<file path="src/rtl/core/buck_boost_duty_regulator_core_defines.svh">
// Assertion macros for the buck/boost duty regulator core.
// Included by the RTL files that carry concurrent assertions; no other dependencies.
`ifndef BUCK_BOOST_DUTY_REGULATOR_CORE_DEFINES_SVH
`define BUCK_BOOST_DUTY_REGULATOR_CORE_DEFINES_SVH
`ifndef SYNTH
// Same-cycle implication under a synchronous reset.
`define BBDR_ASSERT_IMP(label, clk, rst, ante, cons) \
   label: assert property (@(posedge clk) disable iff (rst) (ante) |-> (cons)) \
      else $error("bbdr assertion failed");
// Next-cycle implication under a synchronous reset.
`define BBDR_ASSERT_NXT(label, clk, rst, ante, cons) \
   label: assert property (@(posedge clk) disable iff (rst) (ante) |=> (cons)) \
      else $error("bbdr assertion failed");
`else
`define BBDR_ASSERT_IMP(label, clk, rst, ante, cons)
`define BBDR_ASSERT_NXT(label, clk, rst, ante, cons)
`endif
`endif

</file>
<file path="src/rtl/core/bbdr_pkg.sv">
// Shared types and constants of the buck/boost duty regulator core.
// No dependencies; used by every module of the core.
`default_nettype none

package bbdr_pkg;

   // Converter modes, also the encoding of current_mode and requested_mode.
   typedef enum logic [1:0] {
      MODE_IDLE  = 2'd0,
      MODE_TRANS = 2'd1,
      MODE_BUCK  = 2'd2,
      MODE_BOOST = 2'd3
   } mode_type;

   // Item classes decided by the front end.
   typedef enum logic [1:0] {
      KIND_START = 2'd0,
      KIND_SKIP  = 2'd1,
      KIND_RUN   = 2'd2
   } kind_type;

   // Configuration register indexes.
   localparam logic [2:0] CSR_MAX_DUTY    = 3'd0;
   localparam logic [2:0] CSR_MIN_BUCK    = 3'd1;
   localparam logic [2:0] CSR_BOOST_FLOOR = 3'd2;
   localparam logic [2:0] CSR_PROBE_DUTY  = 3'd3;
   localparam logic [2:0] CSR_BYPASS      = 3'd4;

   // Register reset values before masking to the duty width.
   localparam logic [15:0] MAX_DUTY_RESET    = 16'd1199;
   localparam logic [15:0] MIN_BUCK_RESET    = 16'd25;
   localparam logic [15:0] BOOST_FLOOR_RESET = 16'd200;
   localparam logic [15:0] PROBE_DUTY_RESET  = 16'd120;

   // Load status codes that force the probe clamp.
   localparam logic [2:0] LOAD_OPEN  = 3'd0;
   localparam logic [2:0] LOAD_SHORT = 3'd1;

   // Voltage scale: volts = (adc * VOLT_SCALE) >> 12.
   localparam logic [10:0] VOLT_SCALE = 11'd1109;

   // Queue between the front and back ends.
   localparam int QUEUE_DEPTH = 2;
   localparam int QPTR_W      = (QUEUE_DEPTH > 1) ? $clog2(QUEUE_DEPTH) : 1;
   localparam int QCNT_W      = $clog2(QUEUE_DEPTH + 1);

   // Configuration as seen by the back end, already masked to the duty width.
   typedef struct packed {
      logic [15:0] max_duty;
      logic [15:0] min_buck;
      logic [15:0] boost_floor;
      logic [15:0] probe_duty;
      logic        bypass;
   } cfg_type;

   // One classified item passed from front to back.
   typedef struct packed {
      kind_type    kind;
      logic [10:0] volts;
      logic        vol_lt;
      logic        vol_gt;
      logic        batt_low;
      logic        clamp;
   } entry_type;

   // One result item.
   typedef struct packed {
      logic        ran;
      logic [10:0] volts;
      mode_type    cur_mode;
      mode_type    req_mode;
      logic [15:0] buck_duty;
      logic [15:0] boost_duty;
   } result_type;

endpackage

`default_nettype wire

</file>
<file path="src/rtl/core/bbdr_front.sv">
// Front end: takes input transfers, scales the sample and classifies the item.
// Depends on bbdr_pkg; feeds bbdr_queue.
`default_nettype none

module bbdr_front (
   input  wire logic                clock,
   input  wire logic                reset,
   input  wire logic                req_tvalid,
   output logic                     req_tready,
   input  wire logic [39:0]         req_tdata,
   input  wire logic                req_tuser,
   output logic                     q_valid,
   input  wire logic                q_ready,
   output bbdr_pkg::entry_type      q_data
);

   logic                stage_valid_ff;
   logic                stage_valid_in;
   bbdr_pkg::entry_type stage_ff;
   bbdr_pkg::entry_type stage_in;

   logic [11:0] adc;
   logic [9:0]  target;
   logic [9:0]  battery;
   logic        firing;
   logic        probing;
   logic        bat_fault;
   logic [2:0]  status;
   logic        late;
   logic [22:0] product;
   logic [10:0] volts;
   logic [13:0] target_x12;
   logic [13:0] battery_x10;
   logic        accept;

   // Unpack the input transfer.
   assign adc       = req_tdata[11:0];
   assign target    = req_tdata[21:12];
   assign battery   = req_tdata[31:22];
   assign firing    = req_tdata[32];
   assign probing   = req_tdata[33];
   assign bat_fault = req_tdata[34];
   assign status    = req_tdata[37:35];
   assign late      = req_tdata[38];

   assign accept     = req_tvalid && req_tready;
   assign req_tready = !stage_valid_ff || q_ready;

   // Scale the sample into 10 mV units and compare against the target.
   assign product     = 23'(adc) * 23'(bbdr_pkg::VOLT_SCALE);
   assign volts       = product[22:12];
   assign target_x12  = 14'(target) * 14'd12;
   assign battery_x10 = 14'(battery) * 14'd10;

   // Classify the item.
   always_comb begin
      stage_in          = '0;
      stage_in.vol_lt   = volts < 11'(target);
      stage_in.vol_gt   = volts > 11'(target);
      stage_in.batt_low = target_x12 > battery_x10;
      stage_in.clamp    = (status == bbdr_pkg::LOAD_OPEN) ||
                          (status == bbdr_pkg::LOAD_SHORT) || (!firing && late);
      priority if (req_tuser) begin
         stage_in.kind = bbdr_pkg::KIND_START;
      end else if ((firing && !bat_fault) || (!firing && probing)) begin
         stage_in.kind  = bbdr_pkg::KIND_RUN;
         stage_in.volts = volts;
      end else begin
         stage_in.kind = bbdr_pkg::KIND_SKIP;
      end
   end

   // Stage register valid flag.
   always_comb begin
      stage_valid_in = stage_valid_ff;
      if (accept) begin
         stage_valid_in = 1'b1;
      end else if (q_ready) begin
         stage_valid_in = 1'b0;
      end
   end

   always_ff @(posedge clock) begin
      if (reset) begin
         stage_valid_ff <= 1'b0;
      end else begin
         stage_valid_ff <= stage_valid_in;
      end
   end

   always_ff @(posedge clock) begin
      if (accept) begin
         stage_ff <= stage_in;
      end
   end

   assign q_valid = stage_valid_ff;
   assign q_data  = stage_ff;

endmodule

`default_nettype wire

</file>
<file path="src/rtl/core/bbdr_queue.sv">
// Short queue of classified items between the front and back ends.
// Depends on bbdr_pkg and the core assertion macros.
`default_nettype none
`include "buck_boost_duty_regulator_core_defines.svh"

module bbdr_queue (
   input  wire logic                clock,
   input  wire logic                reset,
   input  wire logic                in_valid,
   output logic                     in_ready,
   input  wire bbdr_pkg::entry_type in_data,
   output logic                     out_valid,
   input  wire logic                out_ready,
   output bbdr_pkg::entry_type      out_data
);

   localparam int DEPTH = bbdr_pkg::QUEUE_DEPTH;

   bbdr_pkg::entry_type                entries_ff [DEPTH];
   logic [bbdr_pkg::QPTR_W-1:0]        wr_ptr_ff;
   logic [bbdr_pkg::QPTR_W-1:0]        wr_ptr_in;
   logic [bbdr_pkg::QPTR_W-1:0]        rd_ptr_ff;
   logic [bbdr_pkg::QPTR_W-1:0]        rd_ptr_in;
   logic [bbdr_pkg::QCNT_W-1:0]        count_ff;
   logic [bbdr_pkg::QCNT_W-1:0]        count_in;
   logic                               push;
   logic                               pop;

   assign in_ready  = count_ff < bbdr_pkg::QCNT_W'(DEPTH);
   assign out_valid = count_ff != '0;
   assign push      = in_valid && in_ready;
   assign pop       = out_valid && out_ready;
   assign out_data  = entries_ff[rd_ptr_ff];

   // Pointer and occupancy update.
   always_comb begin
      wr_ptr_in = wr_ptr_ff;
      rd_ptr_in = rd_ptr_ff;
      count_in  = count_ff;
      if (push) begin
         wr_ptr_in = (wr_ptr_ff == bbdr_pkg::QPTR_W'(DEPTH - 1)) ? '0 : wr_ptr_ff + 1'b1;
      end
      if (pop) begin
         rd_ptr_in = (rd_ptr_ff == bbdr_pkg::QPTR_W'(DEPTH - 1)) ? '0 : rd_ptr_ff + 1'b1;
      end
      if (push && !pop) begin
         count_in = count_ff + 1'b1;
      end else if (pop && !push) begin
         count_in = count_ff - 1'b1;
      end
   end

   always_ff @(posedge clock) begin
      if (reset) begin
         wr_ptr_ff <= '0;
         rd_ptr_ff <= '0;
         count_ff  <= '0;
      end else begin
         wr_ptr_ff <= wr_ptr_in;
         rd_ptr_ff <= rd_ptr_in;
         count_ff  <= count_in;
      end
   end

   // Entry storage.
   always_ff @(posedge clock) begin
      if (push) begin
         entries_ff[wr_ptr_ff] <= in_data;
      end
   end

   // Occupancy never exceeds the depth, and an empty queue keeps both pointers together.
   `BBDR_ASSERT_IMP(a_count_bound, clock, reset, 1'b1, count_ff <= bbdr_pkg::QCNT_W'(DEPTH))
   `BBDR_ASSERT_IMP(a_empty_ptrs, clock, reset, count_ff == '0, wr_ptr_ff == rd_ptr_ff)
   // A full queue refuses writes until something drains.
   `BBDR_ASSERT_NXT(a_full_hold, clock, reset, !in_ready && !out_ready, !in_ready)

endmodule

`default_nettype wire

</file>
<file path="src/rtl/core/bbdr_back.sv">
// Back end: converter mode machine and duty registers, with the result register.
// Depends on bbdr_pkg and the core assertion macros; fed by bbdr_queue.
`default_nettype none
`include "buck_boost_duty_regulator_core_defines.svh"

module bbdr_back #(
   parameter int DUTY_WIDTH     = 16,
   parameter int MISMATCH_LIMIT = 5
) (
   input  wire logic                clock,
   input  wire logic                reset,
   input  wire bbdr_pkg::cfg_type   cfg,
   input  wire logic                q_valid,
   output logic                     q_ready,
   input  wire bbdr_pkg::entry_type q_data,
   output logic                     rsp_tvalid,
   input  wire logic                rsp_tready,
   output bbdr_pkg::result_type     rsp_data
);

   bbdr_pkg::mode_type     mode_ff;
   bbdr_pkg::mode_type     mode_in;
   bbdr_pkg::mode_type     next_mode_ff;
   bbdr_pkg::mode_type     next_mode_in;
   logic [7:0]             mismatch_ff;
   logic [7:0]             mismatch_in;
   logic [DUTY_WIDTH-1:0]  buck_ff;
   logic [DUTY_WIDTH-1:0]  buck_in;
   logic [DUTY_WIDTH-1:0]  boost_ff;
   logic [DUTY_WIDTH-1:0]  boost_in;
   logic                   rsp_valid_ff;
   logic                   rsp_valid_in;
   bbdr_pkg::result_type   rsp_ff;
   bbdr_pkg::result_type   rsp_in;
   logic                   pop;
   logic [DUTY_WIDTH-1:0]  max_d;
   logic [DUTY_WIDTH-1:0]  min_b;
   logic [DUTY_WIDTH-1:0]  floor_b;
   logic [DUTY_WIDTH-1:0]  probe_d;

   assign max_d   = cfg.max_duty[DUTY_WIDTH-1:0];
   assign min_b   = cfg.min_buck[DUTY_WIDTH-1:0];
   assign floor_b = cfg.boost_floor[DUTY_WIDTH-1:0];
   assign probe_d = cfg.probe_duty[DUTY_WIDTH-1:0];

   // Take an item whenever the result register is free or being drained.
   assign pop     = q_valid && (!rsp_valid_ff || rsp_tready);
   assign q_ready = !rsp_valid_ff || rsp_tready;

   // One converter step for the item at the head of the queue.
   always_comb begin
      next_mode_in = next_mode_ff;
      mode_in      = mode_ff;
      mismatch_in  = mismatch_ff;
      buck_in      = buck_ff;
      boost_in     = boost_ff;
      if (pop) begin
         unique case (q_data.kind)
            bbdr_pkg::KIND_START: begin
               next_mode_in = bbdr_pkg::MODE_BUCK;
               mode_in      = bbdr_pkg::MODE_IDLE;
            end
            bbdr_pkg::KIND_RUN: begin
               unique case (next_mode_ff)
                  bbdr_pkg::MODE_TRANS: begin
                     // Debounce mismatches before picking buck or boost.
                     if (!q_data.vol_lt && !q_data.vol_gt) begin
                        mismatch_in = '0;
                     end else begin
                        mismatch_in = mismatch_ff + 8'd1;
                        if (mismatch_in >= 8'(MISMATCH_LIMIT)) begin
                           if (!cfg.bypass) begin
                              next_mode_in = (mode_ff == bbdr_pkg::MODE_BUCK) ?
                                             bbdr_pkg::MODE_BOOST : bbdr_pkg::MODE_BUCK;
                           end
                           mode_in = bbdr_pkg::MODE_TRANS;
                        end
                     end
                  end
                  bbdr_pkg::MODE_BUCK: begin
                     // Preset on entry, step one toward target; 0 at min_buck.
                     if (mode_ff != bbdr_pkg::MODE_BUCK) begin
                        buck_in = (mode_ff == bbdr_pkg::MODE_IDLE) ? min_b : max_d;
                        mode_in = bbdr_pkg::MODE_BUCK;
                     end
                     if (q_data.vol_lt) begin
                        if (buck_in < max_d) begin
                           buck_in = buck_in + 1'b1;
                        end else if (q_data.batt_low) begin
                           next_mode_in = bbdr_pkg::MODE_TRANS;
                        end
                     end else if (q_data.vol_gt) begin
                        if (buck_in > min_b) begin
                           buck_in = buck_in - 1'b1;
                        end else begin
                           buck_in = '0;
                        end
                     end
                     // Open or shorted load, or a late probe, caps the duty.
                     if (q_data.clamp && (buck_in >= probe_d)) begin
                        buck_in = probe_d;
                     end
                  end
                  bbdr_pkg::MODE_BOOST: begin
                     if (mode_ff != bbdr_pkg::MODE_BOOST) begin
                        mode_in  = bbdr_pkg::MODE_BOOST;
                        boost_in = max_d;
                     end
                     if (q_data.vol_lt && (boost_in > floor_b)) begin
                        boost_in = boost_in - 1'b1;
                     end else if (q_data.vol_gt) begin
                        if (boost_in < max_d) begin
                           boost_in = boost_in + 1'b1;
                        end else begin
                           next_mode_in = bbdr_pkg::MODE_TRANS;
                        end
                     end
                  end
                  default: begin
                     // Requested idle: the voltage is reported, no state moves.
                  end
               endcase
            end
            default: begin
               // Skipped tick.
            end
         endcase
      end
   end

   // Result assembly and output register control.
   always_comb begin
      rsp_in            = '0;
      rsp_in.ran        = q_data.kind == bbdr_pkg::KIND_RUN;
      rsp_in.volts      = q_data.volts;
      rsp_in.cur_mode   = mode_in;
      rsp_in.req_mode   = next_mode_in;
      rsp_in.buck_duty  = 16'(buck_in);
      rsp_in.boost_duty = 16'(boost_in);
      rsp_valid_in      = rsp_valid_ff;
      if (pop) begin
         rsp_valid_in = 1'b1;
      end else if (rsp_tready) begin
         rsp_valid_in = 1'b0;
      end
   end

   always_ff @(posedge clock) begin
      if (reset) begin
         mode_ff      <= bbdr_pkg::MODE_IDLE;
         next_mode_ff <= bbdr_pkg::MODE_IDLE;
         mismatch_ff  <= '0;
         buck_ff      <= '0;
         boost_ff     <= '0;
         rsp_valid_ff <= 1'b0;
      end else begin
         mode_ff      <= mode_in;
         next_mode_ff <= next_mode_in;
         mismatch_ff  <= mismatch_in;
         buck_ff      <= buck_in;
         boost_ff     <= boost_in;
         rsp_valid_ff <= rsp_valid_in;
      end
   end

   always_ff @(posedge clock) begin
      if (pop) begin
         rsp_ff <= rsp_in;
      end
   end

   assign rsp_tvalid = rsp_valid_ff;
   assign rsp_data   = rsp_ff;

   // A start item leaves the converter idle with buck requested.
   `BBDR_ASSERT_NXT(a_start_modes, clock, reset, pop && (q_data.kind == bbdr_pkg::KIND_START), (mode_ff == bbdr_pkg::MODE_IDLE) && (next_mode_ff == bbdr_pkg::MODE_BUCK))
   // A skipped tick touches neither duty nor the mismatch counter.
   `BBDR_ASSERT_NXT(a_skip_stable, clock, reset, pop && (q_data.kind == bbdr_pkg::KIND_SKIP), $stable(buck_ff) && $stable(boost_ff) && $stable(mismatch_ff))
   // Every taken item shows up in the result register on the next cycle.
   `BBDR_ASSERT_NXT(a_pop_result, clock, reset, pop, rsp_valid_ff)

endmodule

`default_nettype wire

</file>
<file path="src/rtl/core/buck_boost_duty_regulator_core.sv">
// Buck/boost duty regulator: one start command or regulation tick per input
// transfer, one result transfer per item. The front end scales the ADC sample
// and classifies the item, a two-entry queue decouples it from the back end,
// which runs the transition/buck/boost mode step combinationally and holds the
// result in an output register. Sustained rate is one item per clock while the
// result channel is not stalled. An input transfer passes through the front-end
// stage register, the queue and the result register before rsp_tvalid rises.
// Configuration writes are taken in any cycle (csr_ready is always high) and must
// be made while no item is in flight. There is no clearing pass after reset.
// Depends on bbdr_pkg, bbdr_front, bbdr_queue and bbdr_back.
`default_nettype none

module buck_boost_duty_regulator_core #(
   parameter int DUTY_WIDTH     = 16,
   parameter int MISMATCH_LIMIT = 5
) (
   input  wire logic        clock,
   input  wire logic        reset,
   // Input channel.
   input  wire logic        req_tvalid,
   output logic             req_tready,
   // tdata from bit 0: adc_sample[11:0], target_volts[21:12], battery_volts[31:22],
   // firing[32], probing[33], battery_fault[34], load_status[37:35],
   // late_probe[38], zero[39].
   input  wire logic [39:0] req_tdata,
   // tuser: command.
   input  wire logic        req_tuser,
   // Result channel.
   output logic             rsp_tvalid,
   input  wire logic        rsp_tready,
   // tdata from bit 0: out_volts[10:0], current_mode[12:11], requested_mode[14:13],
   // buck_duty[30:15], boost_duty[46:31], zero[47].
   output logic [47:0]      rsp_tdata,
   // tuser: ran.
   output logic             rsp_tuser,
   // Configuration write channel.
   input  wire logic        csr_valid,
   output logic             csr_ready,
   input  wire logic [2:0]  csr_index,
   input  wire logic [15:0] csr_data
);

   localparam logic [DUTY_WIDTH-1:0] MAX_DUTY_RST    =
      bbdr_pkg::MAX_DUTY_RESET[DUTY_WIDTH-1:0];
   localparam logic [DUTY_WIDTH-1:0] MIN_BUCK_RST    =
      bbdr_pkg::MIN_BUCK_RESET[DUTY_WIDTH-1:0];
   localparam logic [DUTY_WIDTH-1:0] BOOST_FLOOR_RST =
      bbdr_pkg::BOOST_FLOOR_RESET[DUTY_WIDTH-1:0];
   localparam logic [DUTY_WIDTH-1:0] PROBE_DUTY_RST  =
      bbdr_pkg::PROBE_DUTY_RESET[DUTY_WIDTH-1:0];

   logic [DUTY_WIDTH-1:0] max_duty_ff;
   logic [DUTY_WIDTH-1:0] min_buck_ff;
   logic [DUTY_WIDTH-1:0] boost_floor_ff;
   logic [DUTY_WIDTH-1:0] probe_duty_ff;
   logic                  bypass_ff;
   logic                  csr_write;
   bbdr_pkg::cfg_type     cfg;

   logic                  q_in_valid;
   logic                  q_in_ready;
   bbdr_pkg::entry_type   q_in_data;
   logic                  q_out_valid;
   logic                  q_out_ready;
   bbdr_pkg::entry_type   q_out_data;
   bbdr_pkg::result_type  result;

   // Configuration registers.
   assign csr_ready = 1'b1;
   assign csr_write = csr_valid && csr_ready;

   always_ff @(posedge clock) begin
      if (reset) begin
         max_duty_ff    <= MAX_DUTY_RST;
         min_buck_ff    <= MIN_BUCK_RST;
         boost_floor_ff <= BOOST_FLOOR_RST;
         probe_duty_ff  <= PROBE_DUTY_RST;
         bypass_ff      <= 1'b0;
      end else if (csr_write) begin
         unique case (csr_index)
            bbdr_pkg::CSR_MAX_DUTY:    max_duty_ff    <= csr_data[DUTY_WIDTH-1:0];
            bbdr_pkg::CSR_MIN_BUCK:    min_buck_ff    <= csr_data[DUTY_WIDTH-1:0];
            bbdr_pkg::CSR_BOOST_FLOOR: boost_floor_ff <= csr_data[DUTY_WIDTH-1:0];
            bbdr_pkg::CSR_PROBE_DUTY:  probe_duty_ff  <= csr_data[DUTY_WIDTH-1:0];
            bbdr_pkg::CSR_BYPASS:      bypass_ff      <= csr_data[0];
            default: begin
               // Writes to unused indexes are dropped.
            end
         endcase
      end
   end

   assign cfg.max_duty    = 16'(max_duty_ff);
   assign cfg.min_buck    = 16'(min_buck_ff);
   assign cfg.boost_floor = 16'(boost_floor_ff);
   assign cfg.probe_duty  = 16'(probe_duty_ff);
   assign cfg.bypass      = bypass_ff;

   // Front end: scaling and classification.
   bbdr_front u_front (
      .clock      (clock),
      .reset      (reset),
      .req_tvalid (req_tvalid),
      .req_tready (req_tready),
      .req_tdata  (req_tdata),
      .req_tuser  (req_tuser),
      .q_valid    (q_in_valid),
      .q_ready    (q_in_ready),
      .q_data     (q_in_data)
   );

   // Queue between the two halves.
   bbdr_queue u_queue (
      .clock     (clock),
      .reset     (reset),
      .in_valid  (q_in_valid),
      .in_ready  (q_in_ready),
      .in_data   (q_in_data),
      .out_valid (q_out_valid),
      .out_ready (q_out_ready),
      .out_data  (q_out_data)
   );

   // Back end: mode machine, duty registers and result register.
   bbdr_back #(
      .DUTY_WIDTH     (DUTY_WIDTH),
      .MISMATCH_LIMIT (MISMATCH_LIMIT)
   ) u_back (
      .clock      (clock),
      .reset      (reset),
      .cfg        (cfg),
      .q_valid    (q_out_valid),
      .q_ready    (q_out_ready),
      .q_data     (q_out_data),
      .rsp_tvalid (rsp_tvalid),
      .rsp_tready (rsp_tready),
      .rsp_data   (result)
   );

   // Pack the result transfer.
   assign rsp_tuser        = result.ran;
   assign rsp_tdata[10:0]  = result.volts;
   assign rsp_tdata[12:11] = result.cur_mode;
   assign rsp_tdata[14:13] = result.req_mode;
   assign rsp_tdata[30:15] = result.buck_duty;
   assign rsp_tdata[46:31] = result.boost_duty;
   assign rsp_tdata[47]    = 1'b0;

endmodule

`default_nettype wire
</file>
<file path="config.mk">
export PLATFORM = sky130hd
export DESIGN_NAME = buck_boost_duty_regulator_core
export DESIGN_NICKNAME = d
export VERILOG_FILES = /design/src/rtl/core/bbdr_pkg.sv /design/src/rtl/core/bbdr_front.sv /design/src/rtl/core/bbdr_queue.sv /design/src/rtl/core/bbdr_back.sv /design/src/rtl/core/buck_boost_duty_regulator_core.sv
export VERILOG_INCLUDE_DIRS = /design/src /design/src/rtl/core
export SDC_FILE = /design/constraint.sdc
export NUM_CORES = 1
export LEC_CHECK = 0
export BUFFER_PORTS_ARGS = -buffer_cell sky130_fd_sc_hd__buf_2
export CAP_MARGIN = 30
export CELL_PAD_IN_SITES_DETAIL_PLACEMENT = 1
export CELL_PAD_IN_SITES_GLOBAL_PLACEMENT = 2
export CORE_ASPECT_RATIO = 1.4
export CORE_MARGIN = 2
export CORE_UTILIZATION = 40
export CTS_CLUSTER_DIAMETER = 50
export CTS_CLUSTER_SIZE = 8
export DETAILED_ROUTE_END_ITERATION = 10
export PLACE_DENSITY_LB_ADDON = 0.1
export SLEW_MARGIN = 0
export SYNTH_ARGS = -nofsm -noshare
export SYNTH_HDL_FRONTEND = slang
export SYNTH_SLANG_ARGS = --single-unit
</file>
<file path="constraint.sdc">
create_clock -name clock -period 14.7 [get_ports clock]
set_input_delay 1.47 -clock clock [delete_from_list [all_inputs] [get_ports clock]]
set_output_delay 1.47 -clock clock [all_outputs]
set_load 0.005 [all_outputs]
</file>
==> run summary <==
clock tree root buffer cell: clkbuf_16
First-pass DRT Iterations: 4
Initial Utilization: 40.50%
CP Launch Point: u_back.mode_ff[1]
nets: 2037
crit share post-route: 47.41%
Post-CTS Resized: 0
Core Util, Final: 46.08%
CP Capture Type: flip-flop
vias: 12.64k
fin crit period: 6969 ps
clk slew on worst S/H paths: 50 ps
top cells by area, synth: edfxtp_1 (20%), ha_1 (17%), dfxtp_1 (15%)
FILL cells: 4351
Pint: 1472 uW
area share of the largest cell type after synthesis: 19.56%
run status: completed
Top FF cell, synth: dfxtp_1
Overall Global Routing Usage: 24.52%
worst reg2reg setup slack: 7730 ps
full die area: 39590 um^2
first-pass GRT wire length: 74950 um
P_sw: 763.4 uW
H-tree Lvls: 2
CTS Buffer Depth: 3
fmax: 143.5 MHz
Sw Ratio: 34.16%
final instance area: 17290 um^2
R2R Path End: u_back.buck_ff[14]
DIE WIDTH: 168.7 um
vias in the first global route: 13.52k
syn_area_per_cell: 9.334 um^2
clk_skew: 16.22 ps
hold path start: u_front.q_data[14]
CTS tree: done
final wirelength: 48420 um
synthesized flop and latch total: 215
Final Hold Fails: 0
Sequential Power Share: 34.7%
CTS buffer count: 35
Yosys cell types: 88
PortBufs: 112
RR Startpoint: u_back.mode_ff[1]
DR WL/cell: 21.62 um
Die Y: 234.6 um
Reg area: 5295 um^2
DRC errors left: 0
pin count of the biggest net entering global routing: 54
Iter 0 DRT Violations: 413
R2R depth: 19
Data arrival, critical path: 7450 ps
worst relative slew slack: 30.29%
pins over their slew limit: 0
asr flop ratio synth: 0%
Hold WC Path Type: flip-flop to flip-flop
Final ANT Viol Nets: 0
startpoint types: flip-flop
PwrDens: 129.3 nW/um^2
cell count of the worst hold path: 0
Setup CP Type: flip-flop to flip-flop
max cap viols: 0
core box area: 37520 um^2
Post-synth EDFFs: 99
Setup TNS Final: 0 ps
post-DP HPWL: 37680 um
Rows: 84
hold_buf cts: 0
Max VDD drop: 0.07023 mV
most frequent cells in the layout: ha_1 (211), nand2_1 (196), inv_1 (154)
placed inst area: 16230 um^2
final setup vio count: 0
Clk pwr share: 33.6%
cell count after synthesis: 1628
Comb pwr share: 31.7%
Synth area leader: edfxtp_1
commonest non-fill, non-tap cell in the layout: ha_1
Layout area overhead: 13.78%
Leakage: 0.007467 uW
initial antenna violation count: 8
clock sink total: 215
final RePlAce weighted congestion: 0.8592
number of synthesis warnings: 0
Mapped Nets: 1926
Post-CTS Setup Bufs: 0
Post-Synthesis Cell Area: 15200 um^2
share of layout cells above drive strength 1: 12.87%
Via density: 5.645
Req. time, crit path: 15180 ps
RSZ-0062 raised after global routing: no
CP Max Fanout: 25
WHS Endpoint: u_queue.entries_ff[1][14]
worst-margin pin slew: 1039 ps
clock latency at the later pin of the worst-skew pair: 540 ps
Ports: 117
sequential area share after synthesis: 34.85%
multi-input combinational cell area: 9077 um^2
remaining global-route overflow: 0
how the worst max path moves through the flow:
| stage | slack, ps | depth (start not counted) | to |
|---|---|---|---|
| 2_1_floorplan | 8540 | 22 | u_front.q_data[3] |
| 3_3_place_gp | 7760 | 19 | u_back.buck_ff[14] |
| 3_5_place_dp | 7690 | 23 | u_front.q_data[2] |
| 4_1_cts | 7740 | 19 | u_back.buck_ff[14] |
| 5_1_grt | 7440 | 21 | u_back.buck_ff[7] |
| 6_report | 7730 | 19 | u_back.buck_ff[14] |
sequential cells by signal, indices dropped and copies added (netlist names), 16 cells and up, named ones only:
register / flops
u_queue.entries_ff: 34
probe_duty_ff: 16
min_buck_ff: 16
max_duty_ff: 16
boost_floor_ff: 16
u_front.q_data: 17
u_back.boost_ff: 16
u_back.buck_ff: 16
u_back.rsp_data: 48
metal layers:
layer	wire, um	part of all wire (%)	vias up	global-route usage (%)
li1	-	-	6125	-
met3	1942	4.0	110	4.480
met2	25890	53	225	46.75
met5	74	0.15	-	0
met4	2021	4.2	12	10.37
met1	18490	38	6168	26.00
metrics by stage:
step           power, uW  hold WS (ps)  worst slack [ps]  std cells
6_report            2235         442.3              7731       2239
5_1_grt             2377         457.0              7444       2237
4_1_cts             2270         442.8              7738       2237
3_5_place_dp        1504         430.2              7693       2175
3_3_place_gp        1480         424.2              7756       2174
2_1_floorplan       1237         421.5              8537       1628
cell usage after synthesis (all sizes together) (5+ instances only):
| cell type | number |
|---|---|
| o31a | 5 |
| inv | 157 |
| and3 | 12 |
| mux2i | 39 |
| o221ai | 6 |
| o21bai | 7 |
| and2 | 26 |
| dfxtp | 116 |
| fa | 22 |
| ha | 211 |
| o41ai | 5 |
| o21a | 22 |
| mux2 | 26 |
| o31ai | 6 |
| a221oi | 5 |
| clkbuf | 39 |
| o22ai | 5 |
| nand2b | 11 |
| nand2 | 197 |
| buf | 14 |
| a211oi | 22 |
| nor3 | 22 |
| a21o | 26 |
| nor4 | 13 |
| o2111ai | 5 |
| or3 | 10 |
| or4 | 9 |
| o211ai | 29 |
| xnor2 | 37 |
| a21oi | 134 |
| a221o | 6 |
| nand3 | 38 |
| edfxtp | 99 |
| nand4 | 28 |
| a31oi | 15 |
| nor2 | 67 |
| xor2 | 16 |
| nor2b | 9 |
| o21ai | 52 |
area by class of cell:
type                            instances  share of cell area (%)
Multi-Input combinational cell       1202                   52.50
Sequential cell                       215                   30.62
Clock buffer                           55                   5.558
Timing Repair Buffer                  127                   3.908
Inverter                              158                   3.430
Tap cell                              473                   3.423
Clock inverter                          7                  0.5283
Antenna cell                            2                 0.02895
logic make-up (layout without fill, tap and decap cells):
group	count (synthesis)	after routing	synth area share, %
AO/OA/AOI/OAI	385	385	16.72
XOR/XNOR	53	53	3.055
adder cells (fa/ha/maj)	233	233	20.27
buffers and inverters	211	347	5.492
flip-flops	215	215	34.85
multiplexers	65	65	4.603
other	2	4	0.04942
AND/OR/NAND/NOR	464	464	14.96
power by group through the flow:
stage | registers (uW) | clock network (uW) | logic [uW]
after floorplan | 786 | 0 | 451
after global placement | 785 | 0 | 695
after detailed placement | 788 | 0 | 716
after CTS | 778 | 768 | 723
after global routing | 786 | 792 | 799
final | 777 | 751 | 708
critical path, stage by stage (launching register included):
cell and delay (ps):
dfxtp_1 300, buf_4 380, mux2i_1 150, o21ai_1 600, ha_1 370, and3_1 170, a221o_1 360, a221oi_2 460
o21ai_1 480, or4_1 640, o211ai_1 180, ha_1 330, a21oi_1 170, o21a_1 200, nand4_1 130, o21a_1 240
o31a_1 480, nor2_1 700, a221o_1 390, and2_1 150
(Power assumes the default switching activity.)
